### src/hw/rtl/kvtp_pkg.sv
package kvtp_pkg;

  // Opcodes of one input transaction
  localparam logic OP_BYTE = 1'b0;
  localparam logic OP_END  = 1'b1;

  // Key lengths
  localparam int unsigned PRESS_KEY_LEN  = 11;
  localparam int unsigned HEIGHT_KEY_LEN = 9;

  // Magnitude cap: accumulators saturate at 2^31
  localparam logic [31:0] MAG_CAP = 32'h8000_0000;
  localparam logic [31:0] POS_MAX = 32'h7FFF_FFFF;

  // Pressure parse phases
  localparam logic [1:0] PP_SEARCH = 2'd0;
  localparam logic [1:0] PP_BLANK  = 2'd1;
  localparam logic [1:0] PP_DIGITS = 2'd2;
  localparam logic [1:0] PP_DONE   = 2'd3;

  // Height parse phases
  localparam logic [2:0] HP_SEARCH = 3'd0;
  localparam logic [2:0] HP_BLANK  = 3'd1;
  localparam logic [2:0] HP_INT    = 3'd2;
  localparam logic [2:0] HP_FRAC   = 3'd3;
  localparam logic [2:0] HP_DONE   = 3'd4;

  // Characters
  localparam logic [7:0] CH_NUL   = 8'h00;
  localparam logic [7:0] CH_SPACE = 8'h20;
  localparam logic [7:0] CH_TAB   = 8'h09;
  localparam logic [7:0] CH_CR    = 8'h0D;
  localparam logic [7:0] CH_PLUS  = 8'h2B;
  localparam logic [7:0] CH_MINUS = 8'h2D;
  localparam logic [7:0] CH_DOT   = 8'h2E;
  localparam logic [7:0] CH_ZERO  = 8'h30;
  localparam logic [7:0] CH_NINE  = 8'h39;

  typedef logic [3:0] key_pos_t;

  // "Pressure = "
  function automatic logic [7:0] press_key_char(input key_pos_t pos);
    logic [7:0] ch;
    case (pos)
      4'd0:    ch = "P";
      4'd1:    ch = "r";
      4'd2:    ch = "e";
      4'd3:    ch = "s";
      4'd4:    ch = "s";
      4'd5:    ch = "u";
      4'd6:    ch = "r";
      4'd7:    ch = "e";
      4'd8:    ch = " ";
      4'd9:    ch = "=";
      4'd10:   ch = " ";
      default: ch = CH_NUL;
    endcase
    return ch;
  endfunction

  // "Height = "
  function automatic logic [7:0] height_key_char(input key_pos_t pos);
    logic [7:0] ch;
    case (pos)
      4'd0:    ch = "H";
      4'd1:    ch = "e";
      4'd2:    ch = "i";
      4'd3:    ch = "g";
      4'd4:    ch = "h";
      4'd5:    ch = "t";
      4'd6:    ch = " ";
      4'd7:    ch = "=";
      4'd8:    ch = " ";
      default: ch = CH_NUL;
    endcase
    return ch;
  endfunction

  function automatic logic is_blank(input logic [7:0] c);
    return (c == CH_SPACE) || ((c >= CH_TAB) && (c <= CH_CR));
  endfunction

  function automatic logic is_digit(input logic [7:0] c);
    return (c >= CH_ZERO) && (c <= CH_NINE);
  endfunction

  // Magnitude plus sign to two's complement, clamping positive overflow
  function automatic logic [31:0] to_signed_bits(input logic [31:0] mag, input logic neg);
    logic [31:0] res;
    if (neg) begin
      res = 32'd0 - mag;
    end else if (mag >= MAG_CAP) begin
      res = POS_MAX;
    end else begin
      res = mag;
    end
    return res;
  endfunction

endpackage

### src/hw/rtl/kvtp_if.sv
interface kvtp_in_if;
  logic       valid;
  logic       ready;
  logic       opcode;
  logic [7:0] rx_byte;

  modport source (output valid, output opcode, output rx_byte, input ready);
  modport sink   (input valid, input opcode, input rx_byte, output ready);
endinterface

interface kvtp_out_if;
  logic               valid;
  logic               ready;
  logic signed [31:0] pressure_value;
  logic               pressure_found;
  logic signed [31:0] height_tenths;
  logic               height_found;

  modport source (output valid, output pressure_value, output pressure_found,
                  output height_tenths, output height_found, input ready);
  modport sink   (input valid, input pressure_value, input pressure_found,
                  input height_tenths, input height_found, output ready);
endinterface

### src/hw/rtl/keyword_value_text_parser.sv
// Pipeline: a frame-end transaction passes the input register, then parse
//   logic into the result register.
// Throughput: one transaction per cycle while the result register can take
//   frame ends; per-byte key match and times-ten accumulate are combinational.
// Reset: synchronous active-low rst_n clears frame state and reported values
//   to zero and empties both registers; there is no clearing pass.
module keyword_value_text_parser #(
  parameter int unsigned FRAME_LIMIT = 99
) (
  input  logic        clk,
  input  logic        rst_n,
  kvtp_in_if.sink     in_ch,
  kvtp_out_if.source  out_ch
);

  // Frame counter only ever holds values below FRAME_LIMIT
  localparam int unsigned CNT_W = $clog2(FRAME_LIMIT + 1);

  // ---------------------------------------------------------------------------
  // Input register
  // ---------------------------------------------------------------------------
  logic       in_v_r;
  logic       in_op_r;
  logic [7:0] in_byte_r;

  // Output register
  logic        out_v_r;
  logic [31:0] out_press_r;
  logic        out_pf_r;
  logic [31:0] out_height_r;
  logic        out_hf_r;

  logic advance;
  logic in_ready;

  // A byte never produces a result, so it always advances. A frame end
  // advances only when the result register is free or being drained.
  assign advance  = (in_op_r == kvtp_pkg::OP_BYTE) || !out_v_r || out_ch.ready;
  assign in_ready = !in_v_r || advance;
  assign in_ch.ready = in_ready;

  always_ff @(posedge clk) begin
    if (!rst_n) begin
      in_v_r <= 1'b0;
    end else if (in_ready) begin
      in_v_r <= in_ch.valid;
    end
  end

  always_ff @(posedge clk) begin
    if (in_ready && in_ch.valid) begin
      in_op_r   <= in_ch.opcode;
      in_byte_r <= in_ch.rx_byte;
    end
  end

  // ---------------------------------------------------------------------------
  // Frame parse state
  // ---------------------------------------------------------------------------
  logic [CNT_W-1:0]     cnt_r,        cnt_nxt;
  logic                 stop_r,       stop_nxt;
  kvtp_pkg::key_pos_t   p_pos_r,      p_pos_nxt;
  logic [1:0]           p_phase_r,    p_phase_nxt;
  logic                 p_neg_r,      p_neg_nxt;
  logic [31:0]          p_acc_r,      p_acc_nxt;
  kvtp_pkg::key_pos_t   h_pos_r,      h_pos_nxt;
  logic [2:0]           h_phase_r,    h_phase_nxt;
  logic                 h_neg_r,      h_neg_nxt;
  logic [31:0]          h_acc_r,      h_acc_nxt;
  logic [31:0]          press_reg_r,  press_reg_nxt;
  logic [31:0]          height_reg_r, height_reg_nxt;

  logic do_byte;
  logic do_end;

  assign do_byte = in_v_r && (in_op_r == kvtp_pkg::OP_BYTE);
  assign do_end  = in_v_r && (in_op_r == kvtp_pkg::OP_END) && advance;

  // Character decode
  logic [7:0] c;
  logic [3:0] dig;
  logic       c_digit;
  logic       c_blank;
  logic       c_sign;

  assign c       = in_byte_r;
  assign dig     = in_byte_r[3:0];   // valid digit value when c_digit
  assign c_digit = kvtp_pkg::is_digit(c);
  assign c_blank = kvtp_pkg::is_blank(c);
  assign c_sign  = (c == kvtp_pkg::CH_PLUS) || (c == kvtp_pkg::CH_MINUS);

  // Key match steps: advance on a hit, restart at 1 on the key's first char
  kvtp_pkg::key_pos_t p_pos_step;
  kvtp_pkg::key_pos_t h_pos_step;

  always_comb begin
    if (c == kvtp_pkg::press_key_char(p_pos_r)) begin
      p_pos_step = p_pos_r + 4'd1;
    end else if (c == kvtp_pkg::press_key_char(4'd0)) begin
      p_pos_step = 4'd1;
    end else begin
      p_pos_step = 4'd0;
    end
    if (c == kvtp_pkg::height_key_char(h_pos_r)) begin
      h_pos_step = h_pos_r + 4'd1;
    end else if (c == kvtp_pkg::height_key_char(4'd0)) begin
      h_pos_step = 4'd1;
    end else begin
      h_pos_step = 4'd0;
    end
  end

  // Saturating accumulates: acc*10 + d for pressure, acc*10 + d*10 for the
  // height integer part, acc + d for the first fraction digit.
  logic [7:0]  dig_x10;
  logic [35:0] p_mac_w;
  logic [35:0] h_mac_w;
  logic [32:0] h_frac_w;
  logic [31:0] p_mac;
  logic [31:0] h_mac;
  logic [31:0] h_frac;

  assign dig_x10  = {1'b0, dig, 3'b000} + {3'b000, dig, 1'b0};
  assign p_mac_w  = {1'b0, p_acc_r, 3'b000} + {3'b000, p_acc_r, 1'b0} + {32'd0, dig};
  assign h_mac_w  = {1'b0, h_acc_r, 3'b000} + {3'b000, h_acc_r, 1'b0} + {28'd0, dig_x10};
  assign h_frac_w = {1'b0, h_acc_r} + {29'd0, dig};
  assign p_mac    = (p_mac_w > {4'd0, kvtp_pkg::MAG_CAP}) ? kvtp_pkg::MAG_CAP : p_mac_w[31:0];
  assign h_mac    = (h_mac_w > {4'd0, kvtp_pkg::MAG_CAP}) ? kvtp_pkg::MAG_CAP : h_mac_w[31:0];
  assign h_frac   = (h_frac_w > {1'b0, kvtp_pkg::MAG_CAP}) ? kvtp_pkg::MAG_CAP
                                                           : h_frac_w[31:0];

  logic [CNT_W:0] cnt_inc;
  logic           clear_frame;

  assign cnt_inc = {1'b0, cnt_r} + {{CNT_W{1'b0}}, 1'b1};

  always_comb begin
    cnt_nxt        = cnt_r;
    stop_nxt       = stop_r;
    p_pos_nxt      = p_pos_r;
    p_phase_nxt    = p_phase_r;
    p_neg_nxt      = p_neg_r;
    p_acc_nxt      = p_acc_r;
    h_pos_nxt      = h_pos_r;
    h_phase_nxt    = h_phase_r;
    h_neg_nxt      = h_neg_r;
    h_acc_nxt      = h_acc_r;
    press_reg_nxt  = press_reg_r;
    height_reg_nxt = height_reg_r;
    clear_frame    = 1'b0;

    if (do_byte) begin
      if (!stop_r) begin
        if (c == kvtp_pkg::CH_NUL) begin
          // A zero byte halts parsing for the rest of the frame
          stop_nxt = 1'b1;
        end else begin
          // Pressure: integer after the key
          case (p_phase_r)
            kvtp_pkg::PP_SEARCH: begin
              if (32'(p_pos_step) >= kvtp_pkg::PRESS_KEY_LEN) begin
                p_pos_nxt   = 4'd0;
                p_phase_nxt = kvtp_pkg::PP_BLANK;
              end else begin
                p_pos_nxt = p_pos_step;
              end
            end
            kvtp_pkg::PP_BLANK: begin
              if (c_blank) begin
                p_phase_nxt = kvtp_pkg::PP_BLANK;
              end else if (c_sign) begin
                p_neg_nxt   = (c == kvtp_pkg::CH_MINUS);
                p_phase_nxt = kvtp_pkg::PP_DIGITS;
              end else if (c_digit) begin
                p_acc_nxt   = {28'd0, dig};
                p_phase_nxt = kvtp_pkg::PP_DIGITS;
              end else begin
                p_phase_nxt = kvtp_pkg::PP_DONE;
              end
            end
            kvtp_pkg::PP_DIGITS: begin
              if (c_digit) begin
                p_acc_nxt = p_mac;
              end else begin
                p_phase_nxt = kvtp_pkg::PP_DONE;
              end
            end
            default: begin
              p_phase_nxt = p_phase_r;
            end
          endcase

          // Height: decimal number after the key, kept in tenths
          case (h_phase_r)
            kvtp_pkg::HP_SEARCH: begin
              if (32'(h_pos_step) >= kvtp_pkg::HEIGHT_KEY_LEN) begin
                h_pos_nxt   = 4'd0;
                h_phase_nxt = kvtp_pkg::HP_BLANK;
              end else begin
                h_pos_nxt = h_pos_step;
              end
            end
            kvtp_pkg::HP_BLANK: begin
              if (c_blank) begin
                h_phase_nxt = kvtp_pkg::HP_BLANK;
              end else if (c_sign) begin
                h_neg_nxt   = (c == kvtp_pkg::CH_MINUS);
                h_phase_nxt = kvtp_pkg::HP_INT;
              end else if (c_digit) begin
                h_acc_nxt   = {24'd0, dig_x10};
                h_phase_nxt = kvtp_pkg::HP_INT;
              end else if (c == kvtp_pkg::CH_DOT) begin
                h_phase_nxt = kvtp_pkg::HP_FRAC;
              end else begin
                h_phase_nxt = kvtp_pkg::HP_DONE;
              end
            end
            kvtp_pkg::HP_INT: begin
              if (c_digit) begin
                h_acc_nxt = h_mac;
              end else if (c == kvtp_pkg::CH_DOT) begin
                h_phase_nxt = kvtp_pkg::HP_FRAC;
              end else begin
                h_phase_nxt = kvtp_pkg::HP_DONE;
              end
            end
            kvtp_pkg::HP_FRAC: begin
              // Only the first fraction digit counts; drop the rest
              if (c_digit) begin
                h_acc_nxt = h_frac;
              end
              h_phase_nxt = kvtp_pkg::HP_DONE;
            end
            default: begin
              h_phase_nxt = h_phase_r;
            end
          endcase
        end
      end

      // Bytes count even after a stop; wrap the frame at the limit
      cnt_nxt = cnt_inc[CNT_W-1:0];
      if (32'(cnt_inc) >= FRAME_LIMIT) begin
        clear_frame = 1'b1;
      end
    end

    if (do_end) begin
      // Missing keys keep the previous reported value
      if (p_phase_r != kvtp_pkg::PP_SEARCH) begin
        press_reg_nxt = kvtp_pkg::to_signed_bits(p_acc_r, p_neg_r);
      end
      if (h_phase_r != kvtp_pkg::HP_SEARCH) begin
        height_reg_nxt = kvtp_pkg::to_signed_bits(h_acc_r, h_neg_r);
      end
      clear_frame = 1'b1;
    end

    if (clear_frame) begin
      cnt_nxt     = '0;
      stop_nxt    = 1'b0;
      p_pos_nxt   = 4'd0;
      p_phase_nxt = kvtp_pkg::PP_SEARCH;
      p_neg_nxt   = 1'b0;
      p_acc_nxt   = 32'd0;
      h_pos_nxt   = 4'd0;
      h_phase_nxt = kvtp_pkg::HP_SEARCH;
      h_neg_nxt   = 1'b0;
      h_acc_nxt   = 32'd0;
    end
  end

  always_ff @(posedge clk) begin
    if (!rst_n) begin
      cnt_r        <= '0;
      stop_r       <= 1'b0;
      p_pos_r      <= 4'd0;
      p_phase_r    <= kvtp_pkg::PP_SEARCH;
      p_neg_r      <= 1'b0;
      p_acc_r      <= 32'd0;
      h_pos_r      <= 4'd0;
      h_phase_r    <= kvtp_pkg::HP_SEARCH;
      h_neg_r      <= 1'b0;
      h_acc_r      <= 32'd0;
      press_reg_r  <= 32'd0;
      height_reg_r <= 32'd0;
    end else begin
      cnt_r        <= cnt_nxt;
      stop_r       <= stop_nxt;
      p_pos_r      <= p_pos_nxt;
      p_phase_r    <= p_phase_nxt;
      p_neg_r      <= p_neg_nxt;
      p_acc_r      <= p_acc_nxt;
      h_pos_r      <= h_pos_nxt;
      h_phase_r    <= h_phase_nxt;
      h_neg_r      <= h_neg_nxt;
      h_acc_r      <= h_acc_nxt;
      press_reg_r  <= press_reg_nxt;
      height_reg_r <= height_reg_nxt;
    end
  end

  // ---------------------------------------------------------------------------
  // Result register: load on frame end, hold until the sink takes it
  // ---------------------------------------------------------------------------
  always_ff @(posedge clk) begin
    if (!rst_n) begin
      out_v_r <= 1'b0;
    end else if (do_end) begin
      out_v_r <= 1'b1;
    end else if (out_ch.ready) begin
      out_v_r <= 1'b0;
    end
  end

  always_ff @(posedge clk) begin
    if (do_end) begin
      out_press_r  <= press_reg_nxt;
      out_pf_r     <= (p_phase_r != kvtp_pkg::PP_SEARCH);
      out_height_r <= height_reg_nxt;
      out_hf_r     <= (h_phase_r != kvtp_pkg::HP_SEARCH);
    end
  end

  assign out_ch.valid          = out_v_r;
  assign out_ch.pressure_value = out_press_r;
  assign out_ch.pressure_found = out_pf_r;
  assign out_ch.height_tenths  = out_height_r;
  assign out_ch.height_found   = out_hf_r;

endmodule
### src/flat_wrapper.sv
// flat-port wrapper written by rule: the top's interface ports become plain ports
module keyword_value_text_parser_flat 
#(
  parameter int unsigned FRAME_LIMIT = 99
)
  (clk, rst_n, in_ch_valid, in_ch_opcode, in_ch_rx_byte, in_ch_ready, out_ch_valid, out_ch_pressure_value, out_ch_pressure_found, out_ch_height_tenths, out_ch_height_found, out_ch_ready);
  kvtp_in_if in_ch_i ();
  kvtp_out_if out_ch_i ();
  input  logic clk;
  input  logic rst_n;
  input wire logic [$bits(in_ch_i.valid)-1:0] in_ch_valid;
  input wire logic [$bits(in_ch_i.opcode)-1:0] in_ch_opcode;
  input wire logic [$bits(in_ch_i.rx_byte)-1:0] in_ch_rx_byte;
  output wire logic [$bits(in_ch_i.ready)-1:0] in_ch_ready;
  output wire logic [$bits(out_ch_i.valid)-1:0] out_ch_valid;
  output wire logic [$bits(out_ch_i.pressure_value)-1:0] out_ch_pressure_value;
  output wire logic [$bits(out_ch_i.pressure_found)-1:0] out_ch_pressure_found;
  output wire logic [$bits(out_ch_i.height_tenths)-1:0] out_ch_height_tenths;
  output wire logic [$bits(out_ch_i.height_found)-1:0] out_ch_height_found;
  input wire logic [$bits(out_ch_i.ready)-1:0] out_ch_ready;
  assign in_ch_i.valid = in_ch_valid;
  assign in_ch_i.opcode = in_ch_opcode;
  assign in_ch_i.rx_byte = in_ch_rx_byte;
  assign in_ch_ready = in_ch_i.ready;
  assign out_ch_valid = out_ch_i.valid;
  assign out_ch_pressure_value = out_ch_i.pressure_value;
  assign out_ch_pressure_found = out_ch_i.pressure_found;
  assign out_ch_height_tenths = out_ch_i.height_tenths;
  assign out_ch_height_found = out_ch_i.height_found;
  assign out_ch_i.ready = out_ch_ready;
  keyword_value_text_parser #(.FRAME_LIMIT(FRAME_LIMIT)) u_core (.clk(clk), .rst_n(rst_n), .in_ch(in_ch_i), .out_ch(out_ch_i));
endmodule
### config.mk
export PLATFORM = sky130hd
export DESIGN_NAME = keyword_value_text_parser_flat
export DESIGN_NICKNAME = d
export VERILOG_FILES = /design/src/hw/rtl/kvtp_pkg.sv /design/src/hw/rtl/kvtp_if.sv /design/src/hw/rtl/keyword_value_text_parser.sv /design/src/flat_wrapper.sv
export SDC_FILE = /design/constraint.sdc
export NUM_CORES = 1
export LEC_CHECK = 0
export BUFFER_PORTS_ARGS = -buffer_cell sky130_fd_sc_hd__clkbuf_2
export CORE_UTILIZATION = 25
export CTS_CLUSTER_SIZE = 24
export DETAILED_ROUTE_END_ITERATION = 8
export PLACE_DENSITY = 0.49
export SETUP_SLACK_MARGIN = 0.3
export SYNTH_ARGS = -nofsm -noshare
export SYNTH_HDL_FRONTEND = slang
export SYNTH_SLANG_ARGS = --single-unit
### constraint.sdc
create_clock -name clk -period 4.6 [get_ports clk]
set_input_delay 0.92 -clock clk [delete_from_list [all_inputs] [get_ports clk]]
set_output_delay 0.92 -clock clk [all_outputs]
set_load 0.01 [all_outputs]
Yosys cells after proc, flatten, opt, wreduce, memory -nomap -nowiden
Memory sizes are Yosys's and may differ from the RTL's. A register that Yosys moved wholly into a read port is not among the register bits.
Cells that the tools add are included.
{"block": "totals", "wordCells": 160, "mem_count": 2, "romBits": 224, "output_inout_bits": 68, "input_bits": 13, "ff_bits": 228}
{"block": "op_classes", "n_lt_le_gt_ge": 12, "bitwise": 5, "n_addsub": 11, "n_eq_ne": 26, "mux": 52, "reduce_logical": 32}
{"name": "(name not given)", "words": 16, "word_bits": 7, "read_ports": 1, "rd_clocked_by_memory_dff": 1, "wr": 0, "line": "kvtp_pkg.sv:44", "text": "case (pos)"}
{"name": "(name not given)", "words": 16, "word_bits": 7, "read_ports": 1, "rd_clocked_by_memory_dff": 1, "wr": 0, "line": "kvtp_pkg.sv:64", "text": "case (pos)"}
{"op": "32-bit two-way mux", "n": 20}
{"op": "32-bit case mux with 3 select lines", "n": 1}
{"op": "35-bit by 33-bit adder with 36-bit output", "n": 2}
{"op": "36-bit by 32-bit greater-than comparator with 1-bit output (second input constant)", "n": 2}
{"op": "32-bit >= comparator (second input constant)", "n": 2}
{"op": "32-bit case mux with 2 select lines", "n": 1}
{"op": "1-bit by 32-bit subtractor with 32-bit output (first input constant)", "n": 2}
{"op": "36-bit by 4-bit adder with 36-bit output", "n": 1}
{"op": "36-bit by 8-bit adder with 36-bit output", "n": 1}
{"op": "32-bit by 4-bit adder with 33-bit output", "n": 1}
{"op": "33-bit by 32-bit greater-than comparator with 1-bit output (second input constant)", "n": 1}
{"op": "8-bit by 6-bit == test with 1-bit output (second input constant)", "n": 4}
{"op": "4-bit two-way mux", "n": 8}
{"op": "6-bit AND reduction", "n": 4}
{"op": "3-bit two-way mux", "n": 6}
{"op": "8-bit by 7-bit == test with 1-bit output (second input constant)", "n": 2}
{"op": "8-bit == test", "n": 2}
{"op": "2-bit by 1-bit inequality test with 1-bit output (second input constant)", "n": 7}
{"op": "2-bit inequality test (second input constant)", "n": 6}
{"op": "3-bit case mux with 4 select lines", "n": 1}
{"op": "1-bit two-way mux", "n": 10}
{"op": "9-bit AND reduction", "n": 1}
{"op": "3-bit nonzero test", "n": 3}
{"op": "4-bit by 1-bit adder with 4-bit output (second input constant)", "n": 2}
{"op": "26 further kinds", "n": 48}

Longest topological paths before layout
{"block": "logic_depth", "ltp_word": 7, "mapped_depth": 18, "ltp_nobuf": 17}

Worst setup path before layout
Ideal clock, no wire load.
{"block": "synth_timing", "path_kind": "flip-flop to flip-flop", "from": "register u_core.in_byte_r[2], in the netlist u_core.c[2]", "to": "register u_core.h_acc_r[23]", "stages_incl_launch_ff": 18, "synth_period_minus_slack_ns": 4.569, "t_arrival_ns": 4.498, "path_buffers": 1, "setup_time_ns": 0.070, "required_time_ns": 4.530, "path_slack_ns": 0.031, "cell_sequence": "edfxtp_1 ha_1 fa_1 inv_1 fa_1 inv_1 ha_1 nor2b_1 o31ai_1 a2111o_1 a31o_2 o21ai_0 xor2_1 or4_4 nor4_4 buf_4 o2111ai_1 a21oi_1"}
{"block": "synth_via", "elab_chain_cells": 6, "word_cells_on_any_way": 29, "cone_classes": "3 x add/sub; 6 x order compare; 8 x eq/ne; 5 x mux; 1 x bitwise; 6 x reduce/logical"}
{"element": "from (decl)", "line": "keyword_value_text_parser.sv:24", "text": "logic [7:0] in_byte_r;"}
{"element": "from (signal assigned)", "line": "keyword_value_text_parser.sv:53", "text": "in_byte_r <= in_ch.rx_byte;"}
{"element": "7-bit by 5-bit adder with 8-bit output", "line": "keyword_value_text_parser.sv:123", "text": "assign dig_x10 = {1'b0, dig, 3'b000} + {3'b000, dig, 1'b0};"}
{"element": "36-bit by 8-bit adder with 36-bit output", "line": "keyword_value_text_parser.sv:125", "text": "assign h_mac_w = {1'b0, h_acc_r, 3'b000} + {3'b000, h_acc_r, 1'b0} + {28'd0, dig_x10};"}
{"element": "36-bit by 32-bit greater-than comparator with 1-bit output", "line": "keyword_value_text_parser.sv:128", "text": "assign h_mac = (h_mac_w > {4'd0, kvtp_pkg::MAG_CAP}) ? kvtp_pkg::MAG_CAP : h_mac_w[31:0];"}
{"element": "32-bit two-way mux", "line": "keyword_value_text_parser.sv:128"}
{"element": "32-bit two-way mux", "line": "keyword_value_text_parser.sv:219", "text": "if (c_digit) begin"}
{"element": "32-bit case mux with 3 select lines", "line": "keyword_value_text_parser.sv:194", "text": "case (h_phase_r)"}
{"element": "to (signal assigned)", "line": "keyword_value_text_parser.sv:297", "text": "h_acc_r <= h_acc_nxt;"}
{"element": "to (decl)", "line": "keyword_value_text_parser.sv:69", "text": "logic [31:0] h_acc_r, h_acc_nxt;"}
Several ways; a longest one is shown, not always the timed one. The select of a mux whose other input is x is not followed.
A chain may end at the register's enable or synchronous reset.

Final worst setup path
{"block": "layout_timing", "from": "register u_core.in_byte_r[1], in the netlist u_core.c[1]", "to": "register u_core.h_acc_r[1]"}
The elaborated chain is that of the path after synthesis.

==> flow_summary.toml <==
[cts]
cts_tree = "yes"
clock_latency_ns = 0.59
cts_made_buffers = 29
holdBufCountCts = 0
clock-sinks = 242
cts.htree.levels = 1
clk_path_buf_depth = 3
clkTransAtPathRegs_ns = 0.06
cts-root-buf = "clkbuf_16"

[setup_path]
crit_fanout = 5
critPathRequiredTime_ns = 5.07
cp.depth = 20
max_stage_delay_ns = 0.49
startpoint = "u_core.c[1]$_DFFE_PP_"
r2r-end = "u_core.h_acc_r[1]$_SDFFE_PP0P_"
critical_path_class = "flop to flop"
crit_family = "compound AO/OA/AOI/OAI gates"
startpoint_type = "flop"
arrival_ns = 5.27
critPathBufInv = 6
cp-end-kind = "flop"
crit_path_end = "u_core.h_acc_r[1]$_SDFFE_PP0P_"
crit_slowest_cell = "fa_1"
crit_chain = "buf_4 > fa_2 > xnor2_1 > fa_1 > inv_1 > ha_4 > o211a_1 > o31ai_2 > buf_4 > a2111o_1 > a31o_4 > buf_6 > o21ai_4 > xor2_2 > or4_4 > nor4_4 > buf_6 > buf_12 > o211ai_1 > a221oi_1"
rr_worst_depth = 20
r2r-start = "u_core.c[1]$_DFFE_PP_"
regToRegSetupSlack_ns = -0.20

[synthesis]
synth_cell_type_count = 93
yosysTopAreaCell = "dfxtp_1"
yosysWarnings = 0
synth-async-reset-ratio = 0
synth_edf_count = 75
syn_area_mm2 = 0.0175
synth_top_area_frac = 0.191
synth_cells = 2157
ys_ff_latch = 242
synth_ff_type = "dfxtp_1"
synth_nets = 2318
synth-seq-area-share = 0.319
synthTopCellsByArea = "dfxtp_1 (19%), edfxtp_1 (13%), ha_1 (9.8%), nand2_1 (5.0%), a21oi_1 (4.8%)"
syn_area_per_cell_um2 = 8.13

[grt]
antenna_found_initial = 1
grt-ovfl-total = 0
first_global_vias = 15800
groute.usage.overall = 0.159
grt_pass1_wl_um = 91100
grt_max_degree = 68

[sta]
hold_viol_final = 0
finalClockSkew_ns = 0.0294
fin_crit_sh = 1.04
slew_viol_final = 0
slew_headroom = 0.220
setup_tns_ns = -6.96
tightest_slew_ns = 1.17
setup_ws_ns = -0.196
setup_violations = 56
rsz0062_at_grt = "true"
fmax_mhz = 209
finalCriticalPeriod_ns = 4.80

[pwr]
powerDensity_mw_per_mm2 = 224
power.leakage_uw = 0.00866
ir_drop_mv = 0.257
p_total_uw = 4830

[placed_design]
gp_congestion = 0.874
io_buffers = 80
hpwl_um = 43500
dp_cells = 3157

[floorplan]
die_w_um = 267
io_pins = 81
coreArea_mm2 = 0.0689
start_util = 0.254
dieArea_mm2 = 0.0712
placementRows = 96
die_h_um = 267

[routing]
vias = 16600
dr.pass1.iters = 5
wire_per_inst_um = 17.6
drtIter0Drc = 1296
ant_nets = 0
drc = 0
wl_um = 57500
avgViaCountPerCell = 5.10

[layout]
layout-drive-gt1-share = 0.180
final_core_util = 0.313
instances_no_fill = 3261
final_common_cell = "nand2_1"
final_nets = 2467
area_growth_pct = 23.2
layout_common_cells = "nand2_1 (231), dfxtp_1 (167), a21oi_1 (163)"

[job]
maxCapViolCount = 0

[status]
status = "finished with violations"
violations = "setup timing"

[hold_path]
hold_class = "flop to flop"
[cell type report]
type,count,area (um2)
flip-flops and latches,242,5600
clock inverters,18,176
repair buffers,255,1970
well taps,931,1160
diodes,1,2.50
clock buffers,36,803
multi-input cells,1711,11700
inverters,67,251
fillers,7333,47300
[per-stage QoR]
stage	hold WS, ns	worst slack [ns]	area (um2)
floorplan	0.453	0.250	17600
global placement	0.472	-0.298	19600
detailed placement	0.485	-0.393	19600
CTS	0.502	-0.0828	21200
global route	0.513	-0.402	21600
finish	0.497	-0.196	21600
[how the worst min path moves through the flow]
stage,start,end,slack [ns],cells past startpoint
global placement,u_core.stop_r$_SDFFE_PP0P_,u_core.stop_r$_SDFFE_PP0P_,0.47,2
floorplan,u_core.stop_r$_SDFFE_PP0P_,u_core.stop_r$_SDFFE_PP0P_,0.45,2
global route,u_core.stop_r$_SDFFE_PP0P_,u_core.stop_r$_SDFFE_PP0P_,0.51,2
detailed placement,u_core.stop_r$_SDFFE_PP0P_,u_core.stop_r$_SDFFE_PP0P_,0.49,2
finish,u_core.stop_r$_SDFFE_PP0P_,u_core.stop_r$_SDFFE_PP0P_,0.50,2
CTS,u_core.stop_r$_SDFFE_PP0P_,u_core.stop_r$_SDFFE_PP0P_,0.50,2
[kinds of logic (layout without fill, tap and decap cells)]
family / count (synthesis) / count (layout) / share of synthesized area
buffers and inverters: 204 / 376 / 0.0461
adders and majority gates: 148 / 148 / 0.110
and+or+nand+nor: 791 / 791 / 0.226
other: 0 / 1 / 0
DFF: 242 / 242 / 0.319
xor gates and xnor gates: 121 / 121 / 0.0604
muxes: 11 / 11 / 0.00656
AOI/OAI and AO/OA: 640 / 640 / 0.232
[Yosys cell counts (all sizes together), types with 29 or more instances]
| library cell | instances |
|---|---|
| a21oi | 170 |
| and2 | 78 |
| buf | 29 |
| clkbuf | 108 |
| dfxtp | 167 |
| edfxtp | 75 |
| ha | 138 |
| inv | 63 |
| nand2 | 233 |
| nand3 | 57 |
| nand4 | 35 |
| nor2 | 159 |
| nor3 | 58 |
| o211ai | 30 |
| o21ai | 189 |
| o22ai | 40 |
| or3 | 31 |
| xnor2 | 61 |
| xor2 | 60 |
[layer usage]
metal / up-vias / part of all wire / GRT usage
li1: 8208 / - / -
met1: 7940 / 0.50 / 0.239
met2: 421 / 0.43 / 0.240
met3: 53 / 0.048 / 0.0181
met4: 2 / 0.016 / 0.0311
met5: - / 0.00061 / 0.00347
[sequential cells by signal, summed over array words and instances (netlist names), 2 cells and up, named ones only]
signal	count
u_core.h_acc_r	32
u_core.height_reg_r	32
u_core.out_ch.height_tenths	32
u_core.out_ch.pressure_value	32
u_core.p_acc_r	32
u_core.press_reg_r	32
u_core.c	8
u_core.cnt_r	7
u_core.h_pos_r	4
u_core.p_pos_r	4
u_core.h_phase_r	3
u_core.p_phase_r	2
[repair_timing]
action	4_1_cts	5_1_grt
pin swaps	27	31
setup buffers	24	18
gates resized for setup	60	37
gates cloned	4	3
setup endpoints to repair	62	63
hold endpoints to repair	0	0
[report_power, final]
group	total (uW)	internal, uW	switching, uW
registers	2240	2230	18.4
clock network	2360	1370	997
logic	227	85.2	141
[tightest hold or removal path, cell delays in order, from the launching register on]
cell and delay [ns]:
dfxtp_1 0.35, a21oi_1 0.05, nor2_1 0.07
(Power assumes the default switching activity.)
